**config.mk**
```make
export PLATFORM = sky130hd
export DESIGN_NAME = parity_partitioned_list
export DESIGN_NICKNAME = d
export VERILOG_FILES = /design/src/hw/rtl/ppl_pkg.sv /design/src/hw/rtl/ppl_ram.sv /design/src/hw/rtl/parity_partitioned_list.sv
export SDC_FILE = /design/constraint.sdc
export NUM_CORES = 1
export LEC_CHECK = 0
export BUFFER_PORTS_ARGS = -buffer_cell sky130_fd_sc_hd__buf_2
export CAP_MARGIN = 10
export CORE_MARGIN = 2
export CORE_UTILIZATION = 35
export DETAILED_ROUTE_END_ITERATION = 8
export GPL_TIMING_DRIVEN = 0
export PLACE_DENSITY = 0.47
export SLEW_MARGIN = 20
export SYNTH_ARGS = -nofsm -noshare
export SYNTH_HDL_FRONTEND = slang
export SYNTH_SLANG_ARGS = --single-unit
```
**constraint.sdc**
```tcl
create_clock -name clk -period 9 [get_ports clk]
set_clock_uncertainty 0.15 [all_clocks]
set_input_delay 0.9 -clock clk [delete_from_list [all_inputs] [get_ports clk]]
set_output_delay 0.9 -clock clk [all_outputs]
set_load 0.02 [all_outputs]
```
**src/hw/rtl/ppl_pkg.sv**
```systemverilog
// ppl_pkg: shared types and codes for the parity partitioned list
// no dependencies; used by parity_partitioned_list
package ppl_pkg;

  // fixed field widths
  localparam int ACTION_W = 2;
  localparam int VALUE_W  = 32;
  localparam int POS_W    = 4;
  localparam int STATUS_W = 2;

  // action codes
  localparam logic [ACTION_W-1:0] ACT_INSERT = 2'd0;
  localparam logic [ACTION_W-1:0] ACT_REMOVE = 2'd1;
  localparam logic [ACTION_W-1:0] ACT_READ   = 2'd2;

  // status codes
  localparam logic [STATUS_W-1:0] STATUS_OK      = 2'd0;
  localparam logic [STATUS_W-1:0] STATUS_FULL    = 2'd1;
  localparam logic [STATUS_W-1:0] STATUS_MISSING = 2'd2;
  localparam logic [STATUS_W-1:0] STATUS_BAD_POS = 2'd3;

  // sequencer states
  typedef enum logic [2:0] {
    ST_IDLE,
    ST_EXEC,
    ST_RDWAIT,
    ST_SEARCH,
    ST_SHIFT,
    ST_FINISH
  } state_t;

endpackage

```
**src/hw/rtl/ppl_ram.sv**
```systemverilog
// ppl_ram: generic single write port, single read port ram
// registered read data; no dependencies
module ppl_ram #(
  parameter int WIDTH = 32,
  parameter int DEPTH = 16
) (
  input  logic                     clk,
  input  logic                     we,
  input  logic [$clog2(DEPTH)-1:0] waddr,
  input  logic [WIDTH-1:0]         wdata,
  input  logic                     re,
  input  logic [$clog2(DEPTH)-1:0] raddr,
  output logic [WIDTH-1:0]         rdata
);

  logic [WIDTH-1:0] mem [DEPTH];

  // write port
  always_ff @(posedge clk) begin
    if (we) begin
      mem[waddr] <= wdata;
    end
  end

  // registered read port
  always_ff @(posedge clk) begin
    if (re) begin
      rdata <= mem[raddr];
    end
  end

endmodule

```
**src/hw/rtl/parity_partitioned_list.sv**
```systemverilog
// parity_partitioned_list: ordered list of signed words held in a circular ram
// each word passes ST_EXEC then ST_FINISH; read adds ST_RDWAIT, and remove adds one
// ST_SEARCH step per entry searched and one ST_SHIFT step per entry moved; the ram read port sets the pace
// one word at a time, the next word taken only once the last result is registered;
// a new word is taken while the last result waits on out_ready; reset (sync, active high)
// clears count, head and handshake, storage is not cleared; depends on ppl_pkg, ppl_ram
module parity_partitioned_list #(
  parameter int DEPTH = 16
) (
  input  logic                              clk,
  input  logic                              rst,
  input  logic                              in_valid,
  output logic                              in_ready,
  input  logic [ppl_pkg::ACTION_W-1:0]      action,
  input  logic signed [ppl_pkg::VALUE_W-1:0] value,
  input  logic [ppl_pkg::POS_W-1:0]         position,
  output logic                              out_valid,
  input  logic                              out_ready,
  output logic [ppl_pkg::STATUS_W-1:0]      status,
  output logic [$clog2(DEPTH+1)-1:0]        entry_count,
  output logic signed [ppl_pkg::VALUE_W-1:0] read_value
);

  localparam int AW   = $clog2(DEPTH);
  localparam int CW   = $clog2(DEPTH + 1);
  localparam int OW   = AW + 1;
  localparam int CMPW = (ppl_pkg::POS_W > OW) ? ppl_pkg::POS_W : OW;
  localparam int VW   = ppl_pkg::VALUE_W;

  ppl_pkg::state_t state, state_next;

  // control registers
  logic [CW-1:0] count, count_next;
  logic [AW-1:0] head, head_next;
  logic [AW-1:0] idx, idx_next;

  // latched word and result
  logic [ppl_pkg::ACTION_W-1:0] act_r;
  logic [VW-1:0]                val_r;
  logic [ppl_pkg::POS_W-1:0]    pos_r;
  logic [ppl_pkg::STATUS_W-1:0] res_status, res_status_next;
  logic [VW-1:0]                res_value, res_value_next;

  // ram port
  logic          ram_we, ram_re;
  logic [AW-1:0] ram_waddr, ram_raddr;
  logic [VW-1:0] ram_wdata, ram_rdata;

  // circular address: base plus offset, offset at most DEPTH
  function automatic logic [AW-1:0] wrap_addr(input logic [AW-1:0] base,
                                              input logic [OW-1:0] off);
    logic [OW:0] sum;
    sum = (OW+1)'(base) + (OW+1)'(off);
    if (sum >= (OW+1)'(DEPTH)) begin
      sum = sum - (OW+1)'(DEPTH);
    end
    return sum[AW-1:0];
  endfunction

  // shared conditions
  logic [OW-1:0]   count_o, idx_p1;
  logic [CMPW-1:0] pos_ext, count_ext;
  logic [AW-1:0]   head_dec;
  logic            is_full, is_empty, is_odd, pos_ok, hit, last;

  assign count_o   = OW'(count);
  assign idx_p1    = OW'(idx) + OW'(1);
  assign pos_ext   = CMPW'(pos_r);
  assign count_ext = CMPW'(count);
  assign head_dec  = (head == '0) ? AW'(DEPTH - 1) : head - AW'(1);
  assign is_full   = (count == CW'(DEPTH));
  assign is_empty  = (count == '0);
  assign is_odd    = val_r[0];
  assign pos_ok    = (pos_ext < count_ext);
  assign hit       = (ram_rdata == val_r);
  assign last      = (idx_p1 == count_o);

  assign in_ready = (state == ppl_pkg::ST_IDLE);

  // next state
  always_comb begin
    state_next = state;
    case (state)
      ppl_pkg::ST_IDLE: begin
        if (in_valid) state_next = ppl_pkg::ST_EXEC;
      end
      ppl_pkg::ST_EXEC: begin
        case (act_r)
          ppl_pkg::ACT_REMOVE: begin
            state_next = is_empty ? ppl_pkg::ST_FINISH : ppl_pkg::ST_SEARCH;
          end
          ppl_pkg::ACT_READ: begin
            state_next = pos_ok ? ppl_pkg::ST_RDWAIT : ppl_pkg::ST_FINISH;
          end
          default: state_next = ppl_pkg::ST_FINISH;
        endcase
      end
      ppl_pkg::ST_RDWAIT: state_next = ppl_pkg::ST_FINISH;
      ppl_pkg::ST_SEARCH: begin
        if (last) state_next = ppl_pkg::ST_FINISH;
        else if (hit) state_next = ppl_pkg::ST_SHIFT;
      end
      ppl_pkg::ST_SHIFT: begin
        if (last) state_next = ppl_pkg::ST_FINISH;
      end
      ppl_pkg::ST_FINISH: begin
        if (!out_valid || out_ready) state_next = ppl_pkg::ST_IDLE;
      end
      default: state_next = ppl_pkg::ST_IDLE;
    endcase
  end

  // datapath control
  always_comb begin
    ram_we          = 1'b0;
    ram_waddr       = '0;
    ram_wdata       = val_r;
    ram_re          = 1'b0;
    ram_raddr       = wrap_addr(head, idx_p1);
    count_next      = count;
    head_next       = head;
    idx_next        = idx;
    res_status_next = res_status;
    res_value_next  = res_value;
    case (state)
      ppl_pkg::ST_EXEC: begin
        res_status_next = ppl_pkg::STATUS_OK;
        res_value_next  = '0;
        idx_next        = '0;
        case (act_r)
          ppl_pkg::ACT_INSERT: begin
            if (is_full) begin
              res_status_next = ppl_pkg::STATUS_FULL;
            end else begin
              // odd goes to the front, even to the back
              ram_we     = 1'b1;
              count_next = count + CW'(1);
              if (is_odd) begin
                ram_waddr = head_dec;
                head_next = head_dec;
              end else begin
                ram_waddr = wrap_addr(head, count_o);
              end
            end
          end
          ppl_pkg::ACT_REMOVE: begin
            if (is_empty) begin
              res_status_next = ppl_pkg::STATUS_MISSING;
            end else begin
              ram_re    = 1'b1;
              ram_raddr = head;
            end
          end
          ppl_pkg::ACT_READ: begin
            if (pos_ok) begin
              ram_re    = 1'b1;
              ram_raddr = wrap_addr(head, pos_ext[OW-1:0]);
            end else begin
              res_status_next = ppl_pkg::STATUS_BAD_POS;
            end
          end
          default: ;
        endcase
      end
      ppl_pkg::ST_RDWAIT: begin
        res_value_next = ram_rdata;
      end
      ppl_pkg::ST_SEARCH: begin
        // compare entry idx, prefetch idx+1
        ram_re   = 1'b1;
        idx_next = idx_p1[AW-1:0];
        if (hit) begin
          if (last) count_next = count - CW'(1);
        end else if (last) begin
          res_status_next = ppl_pkg::STATUS_MISSING;
        end
      end
      ppl_pkg::ST_SHIFT: begin
        // move entry idx down to idx-1, prefetch idx+1
        ram_we    = 1'b1;
        ram_waddr = wrap_addr(head, OW'(idx - AW'(1)));
        ram_wdata = ram_rdata;
        ram_re    = 1'b1;
        idx_next  = idx_p1[AW-1:0];
        if (last) count_next = count - CW'(1);
      end
      default: ;
    endcase
  end

  // control registers
  always_ff @(posedge clk) begin
    if (rst) begin
      state     <= ppl_pkg::ST_IDLE;
      count     <= '0;
      head      <= '0;
      idx       <= '0;
      out_valid <= 1'b0;
    end else begin
      state <= state_next;
      count <= count_next;
      head  <= head_next;
      idx   <= idx_next;
      if (state == ppl_pkg::ST_FINISH && (!out_valid || out_ready)) begin
        out_valid <= 1'b1;
      end else if (out_ready) begin
        out_valid <= 1'b0;
      end
    end
  end

  // payload registers
  always_ff @(posedge clk) begin
    if (state == ppl_pkg::ST_IDLE && in_valid) begin
      act_r <= action;
      val_r <= $unsigned(value);
      pos_r <= position;
    end
    res_status <= res_status_next;
    res_value  <= res_value_next;
    if (state == ppl_pkg::ST_FINISH && (!out_valid || out_ready)) begin
      status      <= res_status;
      entry_count <= count;
      read_value  <= $signed(res_value);
    end
  end

  // entry storage
  ppl_ram #(
    .WIDTH(VW),
    .DEPTH(DEPTH)
  ) u_ram (
    .clk  (clk),
    .we   (ram_we),
    .waddr(ram_waddr),
    .wdata(ram_wdata),
    .re   (ram_re),
    .raddr(ram_raddr),
    .rdata(ram_rdata)
  );

endmodule
```
=== Word level (Yosys, flattened, before mapping) ===
Memories as Yosys holds them, arrays and structs flattened. A register that Yosys moved wholly into a read port is not among the register bits.
Index checks and enable logic that the tools add are counted.

* Shift operators: 0
* $add $sub $neg: 13
* Multipliers: 0
* Order comparisons: 5
* Equal/unequal tests: 19
* Reductions and logical operators: 18
* Bitwise logic cells: 1
* Divide/modulo/power cells: 0
* Mux-type cells: 48

{| class="wikitable"
|+ Operators by type and width
! cell !! number
|-
| 32-bit case mux with 2 select lines || 1
|-
| 4-bit 2-to-1 mux || 11
|-
| 32-bit == test || 1
|-
| 32-bit 2-to-1 mux || 1
|-
| 4-bit case mux with 2 select lines || 3
|-
| 3-bit 2-to-1 mux || 7
|-
| 5-bit 2-to-1 mux || 4
|-
| 4-bit by 1-bit subtractor with 4-bit output (second input constant) || 5
|-
| 4-bit by 5-bit adder with 6-bit output || 3
|-
| 6-bit by 5-bit >= comparator with 1-bit output (second input constant) || 3
|-
| 3-bit case mux with 6 select lines || 1
|-
| 5-bit case mux with 3 select lines || 1
|-
| 2-bit != test (second input constant) || 7
|-
| 4-bit AND reduction || 3
|-
| 1-bit 2-to-1 mux || 9
|-
| 2-bit 2-to-1 mux || 4
|-
| 2-bit nonzero test || 4
|-
| 3-bit by 2-bit == test with 1-bit output (second input constant) || 2
|-
| 3-bit == test (second input constant) || 2
|-
| 1-bit case mux with 2 select lines || 3
|-
| 2-bit case mux with 3 select lines || 1
|-
| 3-bit case mux with 2 select lines || 1
|-
| 4-bit by 1-bit adder with 5-bit output (second input constant) || 1
|-
| 4-bit by 4-bit adder with 5-bit output || 1
|-
| 24 further kinds || 25
|}

* Word-level logic and storage cells: 118
* Bits in read-only memories: 0
* Bits of input ports: 42
* Register bits after elaboration: 128
* Memories: 1
* Bits in writable memories: 512
* Output and inout port bits: 41
* Bits in latches: 0

{| class="wikitable"
|+ Memory list
! name !! words !! width !! read ports !! clocked after Yosys merged registers in !! wr ports !! RTL line !! text
|-
| u_ram.mem || 16 || 32 || 1 || 1 || 1 || ppl_ram.sv:16 || <nowiki>logic [WIDTH-1:0] mem [DEPTH];</nowiki>
|}

=== Depth between registers and ports, before layout ===
Gate-level depths: netlist of run 1.

* Depth after elaboration: 7
* Gate-level depth with buffers: 14
* Depth with buffers taken out: 11

=== By module ===
From an unflattened synthesis of run 1, not the netlist that was laid out.

* Cells, all modules: 1384
* Area, all modules: 26424.1 um^2

{| class="wikitable"
|+ Modules (own cells, without submodules)
! module !! instances !! area each (um^2) !! cells an instance !! seq. area each (um^2)
|-
| ppl_ram || 1 || 20155.6 || 838 || 16335.7
|-
| parity_partitioned_list || 1 || 6268.5 || 546 || 3673.5
|}

=== Worst setup path after synthesis of run 1 ===
OpenSTA, ideal clock, no wires.

* Kind: reg2reg
* Start point: reg idx[0]
* End point: mem u_ram.mem[14][0] (enable)
* Library setup time: 0.461 ns
* Path slack: 4.233 ns
* Arrival: 4.156 ns
* Data required time: 8.389 ns
* Buffers on the path: 0
* Clock period less this slack: 4.767 ns
* Stages on the path, launching flop included: 11
* Cell sequence: dfxtp_1 > inv_1 > ha_1 > inv_1 > ha_1 > a21o_1 > a21oi_1 > xnor2_1 > a22o_1 > inv_1 > nor3_1

* Word-level cells in the longest chain between the ends: 5
* Elaborated cells on any way between the ends: 6
* Classes of those cells: 3 x add/sub; 1 x order compare; 2 x mux

{| class="wikitable"
|+ Ends and longest elaborated chain
! what !! RTL line !! text
|-
| from (decl) || parity_partitioned_list.sv:35 || <nowiki>logic [AW-1:0] idx, idx_next;</nowiki>
|-
| from (signal assigned) || parity_partitioned_list.sv:203 || <nowiki>idx <= idx_next;</nowiki>
|-
| 4-bit by 1-bit subtractor with 5-bit output (*) || parity_partitioned_list.sv:181 || <nowiki>ram_waddr = wrap_addr(head, OW'(idx - AW'(1)));</nowiki>
|-
| 4-bit by 5-bit adder with 6-bit output (*) || parity_partitioned_list.sv:53 || <nowiki>sum = (OW+1)'(base) + (OW+1)'(off);</nowiki>
|-
| 6-bit by 5-bit >= comparator with 1-bit output / 4-bit by 1-bit subtractor with 4-bit output (equally long branches) || parity_partitioned_list.sv:54, parity_partitioned_list.sv:55 ||
|-
| 4-bit 2-to-1 mux (*) || parity_partitioned_list.sv:54 || <nowiki>if (sum >= (OW+1)'(DEPTH)) begin</nowiki>
|-
| 4-bit case mux with 2 select lines (*) || parity_partitioned_list.sv:125 || <nowiki>case (state)</nowiki>
|-
| to (decl) || ppl_ram.sv:16 ||
|}

Every way passes the cells marked *; elsewhere a longest branch is shown, timed or not.

=== Worst setup path in the final report of run 1 ===
* Start point: reg count[1]
* End point: reg u_ram.rdata[27], read port of u_ram.mem, data pin

* Word-level cells in the longest chain between the ends: 4
* Elaborated cells on any way between the ends: 10
* Classes of those cells: 1 x order compare; 8 x mux; 1 x reduce/logical

{| class="wikitable"
|+ Ends and longest elaborated chain
! what !! RTL line !! text
|-
| from (decl) || parity_partitioned_list.sv:33 || <nowiki>logic [CW-1:0] count, count_next;</nowiki>
|-
| from (signal assigned) || parity_partitioned_list.sv:201 || <nowiki>count <= count_next;</nowiki>
|-
| 4-bit by 5-bit less-than comparator with 1-bit output / 5-bit zero test (equally long branches) || parity_partitioned_list.sv:74, parity_partitioned_list.sv:72 ||
|-
| 1-bit 2-to-1 mux, or another cell as far along || parity_partitioned_list.sv:155 || <nowiki>if (pos_ok) begin</nowiki>
|-
| 1-bit case mux with 2 select lines / 4-bit case mux with 2 select lines (equally long branches) || parity_partitioned_list.sv:130 || <nowiki>case (act_r)</nowiki>
|-
| 1-bit case mux with 2 select lines / 4-bit 2-to-1 mux (equally long branches) || parity_partitioned_list.sv:125 ||
|-
| to (decl) || ppl_ram.sv:13 || <nowiki>output logic [WIDTH-1:0] rdata</nowiki>
|}

Parallel ways exist; a longest one is shown, timed or not.
A chain may end at the register's enable or synchronous reset.

==> results.cfg, run 1 <==
[run_status]
status = finished clean

[yosys]
ys.flop_type = edfxtp_1
synth_seq_cells = 672
synth_edf_count = 655
yosysSeqAreaShare = 0.724
postSynthCellCount = 1729
synth_top_area_share = 0.712
yosysTopAreaCell = edfxtp_1
async_flop_share = 0
ys_warn_count = 0
synth_cell_types = 57
avgSynthCellArea_um2 = 16.0
syn_area_um2 = 27600
syn-num-nets = 1800
netlist_top_cells_area = edfxtp_1, mux2i_1, o211ai_1, nand2_1, mux2_2

[floorplanning]
die-area_um2 = 81200
start_util = 0.351
core_um2 = 78600
io_pins = 83
die_h_um = 285
rows = 103
die_w_um = 285

[clocking]
cts_hold_buf = 0
clkTransAtPathRegs_ns = 0.06
post_cts_resized = 0
clock-sinks = 672
cts_made_buffers = 74
postCtsSetupBuffers = 0
clk_latency_ns = 0.63
cts_root_buffer = clkbuf_16
htree_num_levels = 3
cts_max_path_buffers = 3
cts_tree = built

[critical_path]
critPathKind = reg2reg
cp_num_buf_inv = 3
cp-start-kind = register
critPathMaxFanout = 10
worstPathCellList = inv_1 > ha_1 > a2111oi_4 > or3_1 > nand2_1 > a22oi_1 > buf_2 > buf_1 > o211ai_1 > nand4_1
ff2ff_path_depth = 10
reg2reg_from = count[1]
worstPathArrival_ns = 4.58
required_ns = 9.32
path_delay_family = compound AO/OA/AOI/OAI gates
crit_path_top_delay_cell = buf_1
cpPeakStageDelay_ns = 0.70
rrSetupSlack_ns = 4.74
rr_endpoint = u_ram.rdata[27]
worstSetupEndpointType = register

[detailed_routing]
drt-initial-drc-count = 1229
via_count = 15400
avgViaCountPerCell = 5.07
post-route-drc-count = 0
ant_nets = 0
first_pass_iters = 5
routedWlPerCell_um = 25.7
drt_wl_total_mm = 78.1

[final_layout]
final_cell_mix = edfxtp_1, nand2_1, mux2i_1
fin_util = 0.415
area_growth_pct = 18.2
n_fill_cell = 7175
seq_area_um2 = 20000
stdcell_count = 3041
fin_area_um2 = 32600
final_common_cell = edfxtp_1
multiInputGateArea_um2 = 7160
drive_gt1_frac = 0.194
nets = 2005

[power_and_ir_drop]
p_leak_nw = 11.4
finalPower_mw = 9.78
power.density_nw_per_um2 = 300
irDropWorstVdd_mv = 0.149

[worst_hold_path]
hold_path_class = reg2reg
whs_path_depth = 0
worstHoldEndpoint = read_value[25]
min_from = res_value[25]

[global_routing]
grt_pass1_wl_mm = 111
grt_start_max_net_pins = 28
grt_use_total = 0.192
antenna_found_initial = 1
grt_pass1_vias = 15400
grt_overflow_total = 0

[placed_design]
dp_hpwl_mm = 53.4
dp.cells = 2908
placed_area_um2 = 30300
pre_cts_slack_ns = 4.76
gp_congestion = 0.779
io_buffer_count = 81

[timing]
max-slew-margin-rel = 0.355
slew_viol_final = 0
setup_viol = 0
period_share = 0.473
hold-worst-slack_ns = 0.267
tns_ns = 0
hold_violations = 0
worst_pin_slew_ns = 0.958
rsz0062_at_grt = no
period_needed_ns = 4.26
layout_setup_ws_ns = 4.74
fmax_mhz = 235

[run]
cap_violations = 0
==> how the worst max path moves through the flow <==
stage	from	to	cells past startpoint
6_report	count[1]	u_ram.rdata[27]	10
5_1_grt	count[1]	u_ram.rdata[27]	11
4_1_cts	idx[0]	u_ram.mem[9][21]	10
3_5_place_dp	count[1]	u_ram.rdata[10]	11
3_3_place_gp	idx[0]	u_ram.mem[15][16]	10
2_1_floorplan	idx[0]	u_ram.mem[14][0]	10
==> flip-flops by register name (all words and copies together), names as in the netlist, 3 cells and up <==
signal,count
pos_r,4
idx,4
state,3
entry_count,5
u_ram.rdata,32
u_ram.mem,512
read_value,32
head,4
count,5
val_r,32
res_value,32
==> area by class of cell <==
type / count / area share
multi-input cells: 947 / 0.219
well taps: 1050 / 0.0403
clock buffers: 93 / 0.0605
diodes: 1 / 0.0000767
flip-flops and latches: 672 / 0.613
inverters: 15 / 0.00173
plain buffers: 95 / 0.0166
repair buffers: 129 / 0.0379
clock inverters: 39 / 0.0104
==> where the power goes <==
part	internal (mW)	switching (mW)
clock	1.68	1.25
sequential	3.96	0.118
combinational	0.965	1.81
==> synth_stat cells (2+ instances only) <==
master    number
o31ai_1        3
buf_2         23
buf_1          6
nand4_1       40
a22oi_1        7
a31oi_1        2
clkbuf_1      36
ha_1          24
or3_1          4
a32o_1         2
o21ai_0        7
xnor2_1       51
edfxtp_1     655
mux2i_1      133
and2_1        39
a21o_1         9
nor4_1         2
mux2_2        62
mux2_1        55
a311oi_1       4
buf_6         12
nor3b_1        2
nor3_1         7
nand3_1        7
nor2_1        37
a21oi_1       19
o211ai_1     129
nand2b_1       6
o21bai_1       2
dfxtp_1       17
and3_1         2
inv_1         15
buf_4         18
nor2b_1        4
mux2_4        10
a211oi_1       4
fa_1           5
xor2_1         9
nand2_1      240
or2_2          3
==> cell families (layout without fill, tap and decap cells) <==
group / Yosys count / count (layout) / share of synthesized area
flip-flops: 672 / 672 / 0.724
other: 0 / 1 / 0
AND/OR/NAND/NOR: 401 / 401 / 0.0664
AO/OA/AOI/OAI: 197 / 197 / 0.0526
buffers and inverters: 110 / 371 / 0.0217
multiplexers: 260 / 260 / 0.101
adder cells (fa/ha/maj): 29 / 29 / 0.0145
XOR/XNOR: 60 / 60 / 0.0190
==> worst register-to-register path: stages, from the launching register on <==
cell and delay, ns:
dfxtp_1 0.60, inv_1 0.14, ha_1 0.36, a2111oi_4 0.42, or3_1 0.28, nand2_1 0.11
a22oi_1 0.48, buf_2 0.37, buf_1 0.71, o211ai_1 0.32, nand4_1 0.18
==> routing by layer <==
layer | track usage | share of wire
met5 | 0 | 0
met4 | 0.0530 | 0.021
met1 | 0.274 | 0.47
met2 | 0.305 | 0.46
met3 | 0.0275 | 0.048
(Power assumes the default switching activity.)
==> run 2: changes to the inputs <==
Clock period 9 ns to 3.97 ns, I/O delays scaled along.
==> run 2 against run 1 <==
Net effect:
- via count grew 0.44%
- sequential share of layout area shrank 0.66 points
- register-to-register slack lost 4.6 ns
- non-clock buffer count increased by 43
- utilization grew 0.47 points
- total power increased by 130%
- fmax rose by 11%
- design area rose by 1.1%
- highest routed layer is now met5
==> results.cfg, run 2 (synthesized netlist as in run 1, its figures left out) <==
[critical_path]
worstPathArrival_ns = 4.01
cp-start-kind = register
critPathMaxFanout = 10
required_ns = 4.14
worstSetupEndpointType = register
critPathKind = reg2reg

[run_status]
status = finished clean

[clocking]
clock-sinks = 672
cts_root_buffer = clkbuf_16
cts_tree = built
cts_max_path_buffers = 3
clk_latency_ns = 0.63
htree_num_levels = 3
cts_made_buffers = 76
clkTransAtPathRegs_ns = 0.06

[detailed_routing]
via_count = 15500
ant_nets = 0
drt_wl_total_mm = 77.8
first_pass_iters = 5
avgViaCountPerCell = 5.03
drt-initial-drc-count = 1232
routedWlPerCell_um = 25.3
post-route-drc-count = 0

[timing]
max-slew-margin-rel = 0.349
layout_setup_ws_ns = 0.127
worst_pin_slew_ns = 0.969
hold_violations = 0
period_share = 0.968
setup_viol = 0
period_needed_ns = 3.84
tns_ns = 0
fmax_mhz = 260
rsz0062_at_grt = no
slew_viol_final = 0

[power_and_ir_drop]
p_leak_nw = 11.6
clkPwrFrac = 0.289
switchingPower_mw = 7.16
pwr-share-comb = 0.292
power.density_nw_per_um2 = 667
finalPower_mw = 22.0
irDropWorstVdd_mv = 0.370
seqPwrFrac = 0.419
swShare = 0.325
p_int_mw = 14.9

[final_layout]
fin_area_um2 = 33000
nets = 2050
drive_gt1_frac = 0.200
largest_reg_flops = 512
final_common_cell = edfxtp_1
n_antenna_cell = 0
final_cell_mix = edfxtp_1, nand2_1, mux2i_1
area_growth_pct = 19.5
regMostFlops = u_ram.mem

[global_routing]
met2_usage = 0.307
grt_pass1_wl_mm = 112
gr-usage-met3 = 0.0428
antenna_found_initial = 3
grt_use_total = 0.191
grt_overflow_total = 0
grt_pass1_vias = 15900
grt.met1_usage = 0.259
grt_start_max_net_pins = 27
top_usage_layer = met2

[floorplanning]
die_h_um = 285
rows = 103
start_util = 0.351
io_pins = 83
die_w_um = 285
core_um2 = 78600
die-area_um2 = 81200

[worst_hold_path]
hold_path_class = in2reg

[placed_design]
placed_area_um2 = 30300
pre_cts_slack_ns = -0.323
gp_congestion = 0.783
io_buffer_count = 81
dp_hpwl_mm = 52.9

[run]
cap_violations = 0
-- run 2: layout make-up --
| class | count | area (µm²) |
|---|---|---|
| plain buffers | 94 | 568 |
| well taps | 1050 | 1310 |
| inverters | 15 | 56.3 |
| clock buffers | 95 | 2040 |
| flip-flops and latches | 672 | 20000 |
| clock inverters | 35 | 179 |
| fillers | 7167 | 45600 |
| multi-input cells | 947 | 7220 |
| repair buffers | 173 | 1620 |
-- run 2: timing repair --
item / CTS / global route
buffers inserted: 4 / 3
endpoints found under the hold margin: 39 / 0
gates resized for setup: 17 / 16
hold buffers: 39 / 0
pin swaps: 4 / 3
endpoints found under the setup margin: 102 / 161
-- run 2: path summary, 6_finish.rpt --
| kind | end | depth (start not counted) | from | slack, ns |
|---|---|---|---|---|
| setup / recovery | u_ram.rdata[29] | 12 | idx[0] | 0.13 |
| setup reg to reg | u_ram.rdata[29] | 12 | idx[0] | 0.13 |
| hold / removal | head[1] | 2 | rst | 0.12 |
| hold reg to reg | read_value[15] | 0 | res_value[15] | 0.26 |
-- run 2: through the flow --
stage | utilization | instances | hold slack (ns)
floorplan | - | 1729 | 0.250
global placement | 0.374 | 2860 | 0.250
detailed placement | 0.385 | 2906 | 0.255
CTS | 0.419 | 3078 | 0.108
global route | 0.420 | 3081 | 0.157
finish | 0.420 | 3081 | 0.121
-- run 2: critical path: stages, from the launching register on --
cell and delay [ns]:
dfxtp_4 0.38, inv_1 0.09, ha_4 0.30, inv_1 0.09, fa_1 0.48, or4_1 0.54, o2111a_1 0.16, buf_2 0.18
buf_6 0.18, buf_4 0.22, mux2_2 0.29, o211ai_1 0.31, nand4_1 0.19
-- run 2: per-layer routing --
metal	routed length (µm)	part of all wire
met5	9	0.00012
met4	1940	0.025
met3	4730	0.061
met2	36300	0.47
met1	34900	0.45
-- run 2: power by group through the flow --
| stage | Sequential (mW) | Combinational, mW | Clock, mW |
|---|---|---|---|
| 3_3_place_gp | 9.41 | 6.02 | 0 |
| 4_1_cts | 9.23 | 6.44 | 6.56 |
| 6_report | 9.23 | 6.42 | 6.38 |
| 3_5_place_dp | 9.38 | 6.36 | 0 |
| 5_1_grt | 9.28 | 6.86 | 6.79 |
| 2_1_floorplan | 9.32 | 3.89 | 0 |
